### config.mk
export PLATFORM = sky130hd
export DESIGN_NAME = pending_verdict_table
export DESIGN_NICKNAME = d
export VERILOG_FILES = /design/src/rtl/core/pvt_pkg.sv /design/src/rtl/core/pending_verdict_table.sv /design/src/rtl/core/pvt_datapath.sv /design/src/rtl/core/pvt_control.sv /design/src/rtl/core/pvt_last.sv
export VERILOG_INCLUDE_DIRS = /design/src /design/src/rtl/core
export SDC_FILE = /design/constraint.sdc
export NUM_CORES = 2
export LEC_CHECK = 0
export BUFFER_PORTS_ARGS = -buffer_cell sky130_fd_sc_hd__buf_2
export CAP_MARGIN = 20
export CORE_ASPECT_RATIO = 0.7
export CORE_MARGIN = 3
export CORE_UTILIZATION = 38
export CTS_CLUSTER_DIAMETER = 80
export DETAILED_ROUTE_END_ITERATION = 16
export PLACE_DENSITY = 0.56
export SETUP_SLACK_MARGIN = 0.4
export SLEW_MARGIN = 10
export SYNTH_ARGS = -nofsm -noshare
export SYNTH_HDL_FRONTEND = slang
export SYNTH_HIERARCHICAL = 1
export SYNTH_SLANG_ARGS = --single-unit
export TNS_END_PERCENT = 20
### constraint.sdc
create_clock -name clock -period 18.3 [get_ports clock]
set_input_delay 3.66 -clock clock [delete_from_list [all_inputs] [get_ports clock]]
set_output_delay 3.66 -clock clock [all_outputs]
set_load 0.01 [all_outputs]
### src/rtl/core/pending_verdict_table_macros.svh
// Assertion macros for the pending verdict table core.
// Included by the top level; no other dependencies.
`ifndef PENDING_VERDICT_TABLE_MACROS_SVH
`define PENDING_VERDICT_TABLE_MACROS_SVH
`ifndef SYNTHESIS
`define PVT_ASSERT_IMPL(lbl, clk, rst, ante, cons) \
   lbl: assert property (@(posedge clk) disable iff (rst) (ante) |-> (cons)) \
      else $error("assertion failed");
`define PVT_ASSERT_NEXT(lbl, clk, rst, ante, cons) \
   lbl: assert property (@(posedge clk) disable iff (rst) (ante) |=> (cons)) \
      else $error("assertion failed");
`else
`define PVT_ASSERT_IMPL(lbl, clk, rst, ante, cons)
`define PVT_ASSERT_NEXT(lbl, clk, rst, ante, cons)
`endif
`endif

### src/rtl/core/pvt_pkg.sv
// Package for the pending verdict table: beat types, codes and constants.
// Used by every module of the core.
`timescale 1ns / 1ps
package pvt_pkg;
   localparam int unsigned TableDepth = 32;
   localparam int unsigned MaxResults = 32;
   localparam logic [15:0] StaleReset = 16'd300;
   localparam logic [15:0] AgeMax = 16'hFFFF;

   localparam logic [1:0] REQ_LOOKUP = 2'd0;
   localparam logic [1:0] REQ_TICK = 2'd1;
   localparam logic [1:0] REQ_VERDICT = 2'd2;
   localparam logic [1:0] REQ_CLEAR = 2'd3;

   localparam logic [1:0] KIND_PROCEED = 2'd0;
   localparam logic [1:0] KIND_BLOCK = 2'd1;
   localparam logic [1:0] KIND_STALL = 2'd2;
   localparam logic [1:0] KIND_DISPATCH = 2'd3;

   localparam logic [1:0] ST_PENDING = 2'd0;
   localparam logic [1:0] ST_INFLIGHT = 2'd1;
   localparam logic [1:0] ST_ALLOWED = 2'd2;
   localparam logic [1:0] ST_DENIED = 2'd3;

   localparam logic [1:0] VERD_ALLOW = 2'd0;
   localparam logic [1:0] VERD_DENY = 2'd1;
   localparam logic [1:0] VERD_GONE = 2'd2;

   typedef struct packed {
      logic [1:0] req_type;
      logic [31:0] actor_key;
      logic [31:0] proposed_id;
      logic [31:0] current_id;
      logic [1:0] verdict_code;
   } req_beat_type;

   typedef struct packed {
      logic [1:0] result_kind;
      logic [31:0] out_key;
      logic [31:0] out_proposed;
      logic [31:0] out_current;
      logic last_flag;
   } rsp_beat_type;

   // Commands from the controller to the datapath.
   typedef struct packed {
      logic load;      // capture the accepted beat, reset the cursor
      logic rd;        // issue a read of the cursor entry
      logic step;      // advance the cursor
      logic wr_new;    // append the beat as a new pending entry
      logic wr_requeue; // rewrite the cursor entry from the beat
      logic wr_status; // write the given status to the cursor entry
      logic [1:0] status;
      logic wr_age;    // write the aged value to the cursor entry
      logic erase_rd;  // read the last entry for a move
      logic erase_wr;  // move the read last entry into the cursor slot
      logic clear;
      logic emit;      // load output register
      logic [1:0] kind;
      logic emit_rec;  // output carries the entry fields
      logic last;
   } pvt_cmd_type;

   // Status from the datapath to the controller.
   typedef struct packed {
      logic at_end;    // cursor has reached the fill count
      logic full;
      logic key_hit;
      logic prop_eq;
      logic [1:0] status;
      logic stale;     // aged value beyond the limit
      logic rsp_busy;  // output register still holds a beat
   } pvt_sts_type;
endpackage

### src/rtl/core/pending_verdict_table.sv
// Pending verdict table. A lookup or verdict scans the table entry by entry, reading and then
// checking each; a tick walks all entries, ageing each and moving the last entry over each drop.
// One item is worked at a time; the output stage may hold one result while the next starts.
// Synchronous active-high reset empties the table and sets stale_limit to 300.
// Depends on pvt_pkg, pvt_control, pvt_datapath, pvt_last.
`timescale 1ns / 1ps
`include "pending_verdict_table_macros.svh"
module pending_verdict_table #(
   parameter int unsigned TABLE_DEPTH = pvt_pkg::TableDepth
) (
   input logic clock,
   input logic reset,
   input logic req_valid,
   output logic req_stall,
   input pvt_pkg::req_beat_type req_beat,
   output logic rsp_valid,
   input logic rsp_stall,
   output pvt_pkg::rsp_beat_type rsp_beat,
   input logic csr_valid,
   output logic csr_ready,
   input logic [15:0] csr_data
);
   logic [15:0] stale_limit_ff;
   pvt_pkg::pvt_cmd_type cmd;
   pvt_pkg::pvt_sts_type sts;
   logic mid_valid, mid_stall;
   pvt_pkg::rsp_beat_type mid_beat;
   logic walk_done, ctrl_stall, ctrl_valid, hold_busy;

   assign csr_ready = 1'b1;

   always_ff @(posedge clock) begin
      if (reset) begin
         stale_limit_ff <= pvt_pkg::StaleReset;
      end else if (csr_valid && csr_ready) begin
         stale_limit_ff <= csr_data;
      end
   end

   // A new item waits until the previous results have left the datapath and the marker.
   assign ctrl_valid = req_valid && !mid_valid && !hold_busy;
   assign req_stall = ctrl_stall || mid_valid || hold_busy;

   pvt_control u_control (
      .clock(clock), .reset(reset),
      .req_valid(ctrl_valid), .req_stall(ctrl_stall),
      .req_type(req_beat.req_type), .verdict_code(req_beat.verdict_code),
      .sts(sts), .cmd(cmd)
   );

   pvt_datapath #(.TABLE_DEPTH(TABLE_DEPTH)) u_datapath (
      .clock(clock), .reset(reset), .req_beat(req_beat),
      .stale_limit(stale_limit_ff), .cmd(cmd), .sts(sts),
      .rsp_valid(mid_valid), .rsp_stall(mid_stall), .rsp_beat(mid_beat)
   );

   // The walk is over once the controller is back to taking items and nothing waits.
   assign walk_done = !ctrl_stall && !mid_valid;

   pvt_last u_last (
      .clock(clock), .reset(reset), .walk_done(walk_done),
      .in_valid(mid_valid), .in_stall(mid_stall), .in_beat(mid_beat),
      .hold_busy(hold_busy),
      .rsp_valid(rsp_valid), .rsp_stall(rsp_stall), .rsp_beat(rsp_beat)
   );

   `PVT_ASSERT_NEXT(a_clear_empties, clock, reset,
      req_valid && !req_stall && req_beat.req_type == pvt_pkg::REQ_CLEAR,
      sts.at_end)
   `PVT_ASSERT_IMPL(a_no_accept_busy, clock, reset, sts.rsp_busy, req_stall)
   `PVT_ASSERT_IMPL(a_emit_free, clock, reset, cmd.emit, !sts.rsp_busy)
endmodule

### src/rtl/core/pvt_datapath.sv
// Datapath of the pending verdict table: entry memory, cursor, fill count, output register.
// Depends on pvt_pkg.
`timescale 1ns / 1ps
module pvt_datapath #(
   parameter int unsigned TABLE_DEPTH = pvt_pkg::TableDepth
) (
   input logic clock,
   input logic reset,
   input pvt_pkg::req_beat_type req_beat,
   input logic [15:0] stale_limit,
   input pvt_pkg::pvt_cmd_type cmd,
   output pvt_pkg::pvt_sts_type sts,
   output logic rsp_valid,
   input logic rsp_stall,
   output pvt_pkg::rsp_beat_type rsp_beat
);
   localparam int unsigned IdxW = (TABLE_DEPTH > 1) ? $clog2(TABLE_DEPTH) : 1;
   localparam int unsigned CntW = $clog2(TABLE_DEPTH + 1);

   typedef struct packed {
      logic [31:0] key;
      logic [31:0] prop;
      logic [31:0] cur;
      logic [15:0] age;
      logic [1:0] status;
   } entry_type;

   entry_type mem [TABLE_DEPTH];
   entry_type rd_ff;
   pvt_pkg::req_beat_type beat_ff;
   logic [CntW-1:0] cur_ff, cur_in, cnt_ff, cnt_in;
   logic rsp_valid_ff;
   pvt_pkg::rsp_beat_type rsp_ff;
   logic [15:0] aged;
   logic [IdxW-1:0] rd_addr, wr_addr;
   logic wr_en;
   entry_type wr_data;
   logic [CntW-1:0] last_idx;

   assign last_idx = cnt_ff - CntW'(1);
   assign aged = (rd_ff.age == pvt_pkg::AgeMax) ? rd_ff.age : rd_ff.age + 16'd1;

   always_comb begin
      rd_addr = cmd.erase_rd ? last_idx[IdxW-1:0] : cur_ff[IdxW-1:0];
      wr_en = 1'b0;
      wr_addr = cur_ff[IdxW-1:0];
      wr_data = rd_ff;
      if (cmd.wr_new) begin
         wr_en = 1'b1;
         wr_addr = cnt_ff[IdxW-1:0];
         wr_data = '{beat_ff.actor_key, beat_ff.proposed_id, beat_ff.current_id,
                     16'd0, pvt_pkg::ST_PENDING};
      end else if (cmd.wr_requeue) begin
         wr_en = 1'b1;
         wr_data = '{rd_ff.key, beat_ff.proposed_id, beat_ff.current_id,
                     16'd0, pvt_pkg::ST_PENDING};
      end else if (cmd.wr_age || cmd.wr_status) begin
         wr_en = 1'b1;
         wr_data.age = cmd.wr_age ? aged : rd_ff.age;
         wr_data.status = cmd.wr_status ? cmd.status : rd_ff.status;
      end else if (cmd.erase_wr) begin
         wr_en = 1'b1;
      end
   end

   always_ff @(posedge clock) begin
      if (wr_en) begin
         mem[wr_addr] <= wr_data;
      end
      if (cmd.rd || cmd.erase_rd) begin
         rd_ff <= mem[rd_addr];
      end
      if (cmd.load) begin
         beat_ff <= req_beat;
      end
   end

   always_comb begin
      cur_in = cur_ff;
      if (cmd.load) begin
         cur_in = '0;
      end else if (cmd.step) begin
         cur_in = cur_ff + CntW'(1);
      end
      cnt_in = cnt_ff;
      if (cmd.clear) begin
         cnt_in = '0;
      end else if (cmd.wr_new) begin
         cnt_in = cnt_ff + CntW'(1);
      end else if (cmd.erase_rd) begin
         cnt_in = last_idx;
      end
   end

   always_ff @(posedge clock) begin
      if (reset) begin
         cur_ff <= '0;
         cnt_ff <= '0;
         rsp_valid_ff <= 1'b0;
      end else begin
         cur_ff <= cur_in;
         cnt_ff <= cnt_in;
         if (cmd.emit) begin
            rsp_valid_ff <= 1'b1;
         end else if (!rsp_stall) begin
            rsp_valid_ff <= 1'b0;
         end
      end
   end

   always_ff @(posedge clock) begin
      if (cmd.emit) begin
         rsp_ff.result_kind <= cmd.kind;
         rsp_ff.out_key <= cmd.emit_rec ? rd_ff.key : 32'd0;
         rsp_ff.out_proposed <= cmd.emit_rec ? rd_ff.prop : 32'd0;
         rsp_ff.out_current <= cmd.emit_rec ? rd_ff.cur : 32'd0;
         rsp_ff.last_flag <= cmd.last;
      end
   end

   always_comb begin
      sts.at_end = (cur_ff >= cnt_ff);
      sts.full = (cnt_ff == CntW'(TABLE_DEPTH));
      sts.key_hit = (rd_ff.key == beat_ff.actor_key);
      sts.prop_eq = (rd_ff.prop == beat_ff.proposed_id);
      sts.status = rd_ff.status;
      sts.stale = (aged > stale_limit);
      sts.rsp_busy = rsp_valid_ff && rsp_stall;
   end

   assign rsp_valid = rsp_valid_ff;
   assign rsp_beat = rsp_ff;
endmodule

### src/rtl/core/pvt_control.sv
// Controller of the pending verdict table: sequences lookups, tick walks and verdicts.
// Depends on pvt_pkg.
`timescale 1ns / 1ps
module pvt_control (
   input logic clock,
   input logic reset,
   input logic req_valid,
   output logic req_stall,
   input logic [1:0] req_type,
   input logic [1:0] verdict_code,
   input pvt_pkg::pvt_sts_type sts,
   output pvt_pkg::pvt_cmd_type cmd
);
   typedef enum logic [7:0] {
      S_IDLE = 8'b00000001,
      S_READ = 8'b00000010,
      S_CHECK = 8'b00000100,
      S_ERASE = 8'b00001000,
      S_MOVE = 8'b00010000,
      S_TREAD = 8'b00100000,
      S_TCHECK = 8'b01000000,
      S_WAIT = 8'b10000000
   } state_type;

   state_type state_ff, state_in;
   logic [1:0] type_ff, code_ff, kind_ff, kind_in;
   logic [5:0] nrec_ff, nrec_in;
   logic tick_ff, tick_in;

   logic is_pend, cap_ok, pend_emit;

   assign is_pend = (sts.status == pvt_pkg::ST_PENDING);
   assign cap_ok = (nrec_ff < 6'(pvt_pkg::MaxResults));

   always_comb begin
      state_in = state_ff;
      kind_in = kind_ff;
      nrec_in = nrec_ff;
      tick_in = tick_ff;
      cmd = '0;
      req_stall = 1'b1;
      pend_emit = 1'b0;
      unique case (state_ff)
         S_IDLE: begin
            req_stall = sts.rsp_busy;
            if (req_valid && !sts.rsp_busy) begin
               cmd.load = 1'b1;
               nrec_in = '0;
               tick_in = 1'b0;
               unique case (req_type)
                  pvt_pkg::REQ_CLEAR: cmd.clear = 1'b1;
                  pvt_pkg::REQ_TICK: state_in = S_TREAD;
                  default: state_in = S_READ;
               endcase
            end
         end
         S_READ: begin
            if (sts.at_end) begin
               if (type_ff == pvt_pkg::REQ_LOOKUP) begin
                  kind_in = sts.full ? pvt_pkg::KIND_PROCEED : pvt_pkg::KIND_STALL;
                  cmd.wr_new = !sts.full;
                  state_in = S_WAIT;
               end else begin
                  state_in = S_IDLE;
               end
            end else begin
               cmd.rd = 1'b1;
               state_in = S_CHECK;
            end
         end
         S_CHECK: begin
            if (!sts.key_hit) begin
               cmd.step = 1'b1;
               state_in = S_READ;
            end else if (type_ff == pvt_pkg::REQ_LOOKUP) begin
               kind_in = pvt_pkg::KIND_STALL;
               state_in = S_WAIT;
               if (sts.status == pvt_pkg::ST_ALLOWED) begin
                  kind_in = pvt_pkg::KIND_PROCEED;
                  state_in = S_ERASE;
               end else if (sts.status == pvt_pkg::ST_DENIED) begin
                  kind_in = pvt_pkg::KIND_BLOCK;
                  state_in = S_ERASE;
               end else if (!sts.prop_eq) begin
                  cmd.wr_requeue = 1'b1;
               end
            end else begin
               state_in = S_IDLE;
               if (sts.status == pvt_pkg::ST_INFLIGHT && sts.prop_eq) begin
                  case (code_ff)
                     pvt_pkg::VERD_ALLOW: begin
                        cmd.wr_status = 1'b1;
                        cmd.status = pvt_pkg::ST_ALLOWED;
                     end
                     pvt_pkg::VERD_DENY: begin
                        cmd.wr_status = 1'b1;
                        cmd.status = pvt_pkg::ST_DENIED;
                     end
                     pvt_pkg::VERD_GONE: state_in = S_ERASE;
                     default: ;
                  endcase
               end
            end
         end
         S_ERASE: begin
            cmd.erase_rd = 1'b1;
            state_in = S_MOVE;
         end
         S_MOVE: begin
            cmd.erase_wr = 1'b1;
            if (tick_ff) begin
               state_in = S_TREAD;
            end else if (type_ff == pvt_pkg::REQ_LOOKUP) begin
               state_in = S_WAIT;
            end else begin
               state_in = S_IDLE;
            end
         end
         S_TREAD: begin
            if (sts.at_end) begin
               state_in = S_IDLE;
            end else begin
               cmd.rd = 1'b1;
               state_in = S_TCHECK;
            end
         end
         S_TCHECK: begin
            // Walk one entry: age it, drop it when stale, else dispatch it if pending and below the result cap.
            if (sts.stale) begin
               tick_in = 1'b1;
               state_in = S_ERASE;
            end else begin
               pend_emit = is_pend && cap_ok;
               if (pend_emit && sts.rsp_busy) begin
                  state_in = S_TCHECK;
               end else begin
                  cmd.wr_age = 1'b1;
                  cmd.wr_status = pend_emit;
                  cmd.status = pvt_pkg::ST_INFLIGHT;
                  cmd.step = 1'b1;
                  state_in = S_TREAD;
                  if (pend_emit) begin
                     cmd.emit = 1'b1;
                     cmd.emit_rec = 1'b1;
                     cmd.kind = pvt_pkg::KIND_DISPATCH;
                     nrec_in = nrec_ff + 6'd1;
                  end
               end
            end
         end
         S_WAIT: begin
            if (!sts.rsp_busy) begin
               cmd.emit = 1'b1;
               cmd.kind = kind_ff;
               cmd.last = 1'b1;
               state_in = S_IDLE;
            end
         end
         default: state_in = S_IDLE;
      endcase
   end

   always_ff @(posedge clock) begin
      if (reset) begin
         state_ff <= S_IDLE;
         type_ff <= pvt_pkg::REQ_LOOKUP;
         code_ff <= pvt_pkg::VERD_ALLOW;
         kind_ff <= pvt_pkg::KIND_PROCEED;
         nrec_ff <= '0;
         tick_ff <= 1'b0;
      end else begin
         state_ff <= state_in;
         kind_ff <= kind_in;
         nrec_ff <= nrec_in;
         tick_ff <= tick_in;
         if (cmd.load) begin
            type_ff <= req_type;
            code_ff <= verdict_code;
         end
      end
   end
endmodule

### src/rtl/core/pvt_last.sv
// Last-record marker: holds the final dispatch of a tick until the walk ends.
// Depends on pvt_pkg.
`timescale 1ns / 1ps
module pvt_last (
   input logic clock,
   input logic reset,
   input logic walk_done,
   input logic in_valid,
   output logic in_stall,
   input pvt_pkg::rsp_beat_type in_beat,
   output logic hold_busy,
   output logic rsp_valid,
   input logic rsp_stall,
   output pvt_pkg::rsp_beat_type rsp_beat
);
   // One dispatch is held back so that its last flag can be set once the walk ends.
   logic hold_valid_ff, hold_valid_in;
   pvt_pkg::rsp_beat_type hold_ff;
   logic out_valid_ff;
   pvt_pkg::rsp_beat_type out_ff;
   logic out_free, take, push;

   assign out_free = !out_valid_ff || !rsp_stall;
   assign push = hold_valid_ff && out_free &&
      ((in_valid && !in_stall) || walk_done);
   assign in_stall = !out_free &&
      (hold_valid_ff || in_beat.result_kind != pvt_pkg::KIND_DISPATCH);
   assign take = in_valid && !in_stall;
   assign hold_busy = hold_valid_ff;

   always_comb begin
      hold_valid_in = hold_valid_ff;
      if (push) begin
         hold_valid_in = 1'b0;
      end
      if (take && in_beat.result_kind == pvt_pkg::KIND_DISPATCH && !in_beat.last_flag) begin
         hold_valid_in = 1'b1;
      end
   end

   always_ff @(posedge clock) begin
      if (reset) begin
         hold_valid_ff <= 1'b0;
         out_valid_ff <= 1'b0;
      end else begin
         hold_valid_ff <= hold_valid_in;
         if (push || (take && !(in_beat.result_kind == pvt_pkg::KIND_DISPATCH))) begin
            out_valid_ff <= 1'b1;
         end else if (!rsp_stall) begin
            out_valid_ff <= 1'b0;
         end
      end
   end

   always_ff @(posedge clock) begin
      if (take && in_beat.result_kind == pvt_pkg::KIND_DISPATCH) begin
         hold_ff <= in_beat;
      end
      if (push) begin
         out_ff <= hold_ff;
         out_ff.last_flag <= walk_done && !(take);
      end else if (take && !(in_beat.result_kind == pvt_pkg::KIND_DISPATCH)) begin
         out_ff <= in_beat;
      end
   end

   assign rsp_valid = out_valid_ff;
   assign rsp_beat = out_ff;
endmodule

# Word-level counts from Yosys, hierarchy flattened
# Memory sizes are Yosys's and may differ from the RTL's. A register that Yosys moved wholly into a read port is not among the register bits.
# Index checks and enable logic that the tools add are counted.
[totals]
regBits = 444
latch_bits = 0
ramBits = 3648
rom_bits = 0
input_bits = 121
output_inout_bits = 102
elab_cells = 217
memories = 1
[mem_list]
columns = ["name", "depth", "width", "read_ports", "rd_ports_with_merged_regs", "write_ports", "line_no", "rtl"]
rows = [
  ["u_datapath.mem", 32, 114, 1, 1, 1, "pvt_datapath.sv:28", "entry_type mem [TABLE_DEPTH];"],
]
[classes]
add_sub_neg = 5
multipliers = 0
div = 0
magnitude_cmp = 3
eq_ne = 34
shifts = 0
mux = 94
bitwise_logic = 0
n_reduce_logical = 51
[op_table]
columns = ["cell", "n"]
rows = [
  ["two-way mux 99 bit", 2],
  ["two-way mux 114 bit", 1],
  ["two-way mux 8 bit", 10],
  ["== test 32 bit", 2],
  ["two-way mux 64 bit", 1],
  ["one-hot mux 8 bit (8 select lines)", 1],
  ["two-way mux 1 bit", 38],
  ["two-way mux 18 bit", 2],
  ["two-way mux 6 bit", 6],
  ["two-way mux 16 bit", 2],
  ["two-way mux 4 bit", 8],
  ["adder 6 x 1 -> 6 bit (second input constant)", 3],
  ["one-hot mux 3 bit (2 select lines)", 3],
  ["adder 16 x 1 -> 16 bit (second input constant)", 1],
  ["== test 16 bit (second input constant)", 1],
  ["> comparator 16 bit", 1],
  ["logical AND 1 bit", 16],
  ["two-way mux 2 bit", 8],
  ["!= test 2 bit (second input constant)", 8],
  ["one-hot mux 8 bit (2 select lines)", 1],
  ["two-way mux 7 bit", 2],
  ["logical NOT 1 bit", 12],
  ["!= test 2 x 1 -> 1 bit (second input constant)", 6],
  ["one-hot mux 6 bit (2 select lines)", 1],
  ["other kinds (24)", 51],
]

# Logic depth before layout (Yosys ltp)
[logic_depth]
ltp_word = 15
depth_mapped = 24
depth_no_buf = 22

# Hierarchy
# Netlist, hierarchy kept.
[modules_own_cells]
columns = ["mod", "instances", "cells_each", "area_each_um2", "seq_area_each_um2"]
rows = [
  ["pvt_datapath", 1, 11038, 163460.5, 119084.2],
  ["pvt_last", 1, 326, 7338.3, 5955.7],
  ["pvt_control", 1, 162, 1303.8, 420.4],
  ["pending_verdict_table", 1, 57, 618.1, 320.3],
]

# Worst setup path after synthesis
# OpenSTA, ideal clock, no wires.
[synth_path]
path_type = "input to register"
start = "input port rsp_stall"
end = "register u_last.out_ff, in the netlist u_last/rsp_beat[0] (enable)"
setup_ns = 0.679
arrival_time_ns = 11.300
t_required_ns = 17.621
setup_slack_ns = 6.322
stages = 7
n_path_buf = 0
path_cell_list = "nand2_1 -> nor2_1 -> and2_1 -> or2_1 -> nor2_1 -> nor2_1 -> nor3_1"
[synth_rtl]
columns = ["element", "line_no", "rtl"]
rows = [
  ["start: declaration", "pending_verdict_table.sv:17", "input logic rsp_stall,"],
  ["end signal: assignment", "pvt_last.sv:60", "out_ff <= hold_ff;"],
  ["end signal: assignment", "pvt_last.sv:63", "out_ff <= in_beat;"],
  ["end: declaration", "pvt_last.sv:20", "pvt_pkg::rsp_beat_type out_ff;"],
]

==> metrics <==
Post-Synth Simple-Gate Area=7.904%; Vias=approximately 110k; WL per Instance=~30 µm; Clock Tree Root=clkbuf_16; critical path data required time=14640 ps; slew at the pin closest to its max-slew limit=1307 ps; post-CTS resize count=0; RD Place Congestion=about 0.81; DRT antenna net count=0; Fmax=around 0.11 GHz; Post-synth top flop=edfxtp_1; post-synthesis adder-cell area fraction=less than 1%; die width=just over 800 µm; H-tree depth=5; headroom to the max-slew limit=~13%; Clk Latency, worst-skew pair=about 950 ps; critical path class=in -> out; post-layout minimum cycle time=about 8900 ps; async set or reset register ratio after synthesis=0%; commonest non-fill, non-tap cell in the layout=edfxtp_1; CP max-delay cell=or3_1; sequential share of the synthesized area=between 70 and 80%; Post-synth EDFFs=a little over 4k; Top Family by Delay on Critical Path=simple AND/OR/NAND/NOR gates; Pwr Density=100.3 nW/µm²; largest family of logic cells by synthesized area=compound AO/OA/AOI/OAI gates; Hold Vio Cnt, Final=0; Hold WC Path Type=reg -> reg; maximum vdd drop=about 0.077 mV; syn nets=about 12k; mapped cell area=172700 µm²; setup TNS=0 ps; Final nets=about 12k; first-pass GRT wire length=roughly 760000 µm; Initial Util=between 30% and 40%; Cells after Synth=around 12k; Leak=between 60 and 70 nW; core box area=between 400000 and 500000 µm²; pin count of the biggest net entering global routing=162; DR DRC count=0; Final Setup Violations=0; Num Clock Sinks=about 4.2k; Post-Route WL=around 540000 µm; arrival time at the worst endpoint=roughly 5300 ps; max-slew violation count=0; FP Rows=between 200 and 250; GRT overflow=0; CP max FO=9; synthesis-to-finish area growth=11.99%; unique cell type count in the Yosys netlist=72; WP buf/inv=2; boundary pin count=between 200 and 250; layout cell share with drive strength beyond 1=about 14%; total chip power=0.01939 W; vias in the first global route=around 100k; IO buf count=roughly 220; Setup Skew=between 60 and 70 ps; final worst path period share=about half; Synth Area in Compound Gates=a little over a tenth; initial antenna violation count=35; hold_buf cts=0; vias per cell=6.011; maxcap violations=0; CTS Buf Count=between 400 and 500; all-layer global routing usage=~22%; CP most frequent cell=buf_2; Die Area=approximately 460000 µm²; Iteration-0 DRC Markers=15.29k; DRT Pass-1 Iters=6; mux cell area share after synthesis=under 10%; Syn. warnings=6; run status=completed; CP cell instances=buf_2 -> nand2_1 -> nor2_1 -> and2_1 -> or2_1 -> or3_1 -> buf_2; setup bufs post-CTS=0; Worst-path clk slew=60 ps; most frequent cells in the layout=4154 x edfxtp_1, 1389 x a21oi_1, 961 x nand2_1; xor-xnor portion of the synthesized cell area=less than 1%; CP peak stage delay=between 400 and 500 ps; CTS tree=built; critical path capture point type=output port; syn avg cell area=around 15 µm²; CTS Buffer Depth=4; synthesized flop and latch total=about 4.2k; RSZ-0062 raised after global routing=false; HPWL Detailed=between 200000 and 300000 µm; CP Launch Type=primary input; Die Y=~570 µm
final cells by class:
| cell class | count | area [µm²] |
|---|---|---|
| well taps | 6032 | 7547 |
| inverters | 34 | 137.6 |
| clock inverters | 226 | 2041 |
| multi-input cells | 6561 | 43850 |
| diodes | 18 | 45.04 |
| flip-flops and latches | 4206 | 125800 |
| fillers | 39540 | 257900 |
| repair buffers | 474 | 3386 |
| clock buffers | 499 | 10640 |
logic make-up after synthesis:
| family | count (synthesis) |
|---|---|
| buf+inv | 816 |
| simple gates | 2690 |
| mux | 680 |
| xor+xnor | 100 |
| compound gates | 3062 |
| other cells | 1 |
| flops | 4206 |
| fa+ha+maj | 28 |
layer usage:
metal / up-vias / global-route usage [%] / share of wire [%]
met4: 6 / 6.080 / 2.8
li1: 45550 / - / -
met3: 875 / 4.324 / 10
met5: - / 0 / 0.012
met2: 6204 / 33.39 / 44
met1: 55860 / 33.79 / 43
power breakdown:
part,internal [W],total (W),switching (W)
registers,0.0106,0.0107,0.0000452
logic,0.000122,0.000490,0.000368
clock network,0.00461,0.00825,0.00363
total,0.0153,0.0194,0.00405
stage by stage:
| stage | utilization, % | cell area [µm²] | hold WS (ps) | std cells | worst slack (ps) |
|---|---|---|---|---|---|
| 2_1_floorplan | - | 172700 | 420.4 | 11580 | 6322 |
| 3_3_place_gp | 39.99 | 180500 | 430.2 | 17300 | 9096 |
| 3_5_place_dp | 40.00 | 180500 | 429.2 | 17300 | 9129 |
| 4_1_cts | 42.81 | 193200 | 442.4 | 18020 | 9348 |
| 5_1_grt | 42.85 | 193400 | 456.6 | 18030 | 9285 |
| 6_report | 42.86 | 193400 | 445.2 | 18050 | 9390 |
synth_stat cells, types with 178 or more instances:
library cell / count / area (µm²)
edfxtp_1: 4154 / 124700
a21oi_1: 1390 / 6957
nand2_1: 961 / 3607
o22ai_1: 569 / 3560
clkbuf_1: 532 / 1997
nand2b_1: 461 / 2884
nor2_1: 453 / 1700
a22oi_1: 452 / 3393
nor3_1: 359 / 1797
mux2i_1: 252 / 2522
o21ai_0: 235 / 1176
mux4_2: 230 / 5180
and2_1: 218 / 1364
mux2_2: 178 / 2004
worst paths after layout:
path         slack, ps                         endpoint  depth (start not counted)                                  start
max               9390                        req_stall                          7                              rsp_stall
min                450     u_last/hold_ff[69]$_DFFE_PP_                          0  u_datapath/rsp_beat[69]$_SDFFCE_PN0P_
max reg2reg      10100  u_datapath/mem[7][28]$_DFFE_PP_                         23          u_datapath/rd_ff[8]$_DFFE_PP_
min reg2reg        450     u_last/hold_ff[69]$_DFFE_PP_                          0  u_datapath/rsp_beat[69]$_SDFFCE_PN0P_
flip-flops by register name, summed over array words and instances (netlist names):
name                  cells
u_datapath/cnt_ff         6
u_control/kind_ff         2
u_control/type_ff         2
u_control/tick_ff         1
u_control/code_ff         2
u_datapath/rsp_beat      99
stale_limit_ff           16
u_datapath/sts            2
u_control/nrec_ff         6
u_last/hold_ff           98
u_datapath/rsp_valid      1
u_datapath/rd_ff        112
u_last/hold_busy          1
u_control/state_ff        8
u_datapath/cur_ff         6
u_datapath/beat_ff       96
u_last/rsp_beat          99
u_last/rsp_valid          1
u_datapath/mem         3648
(Power assumes the default switching activity.)
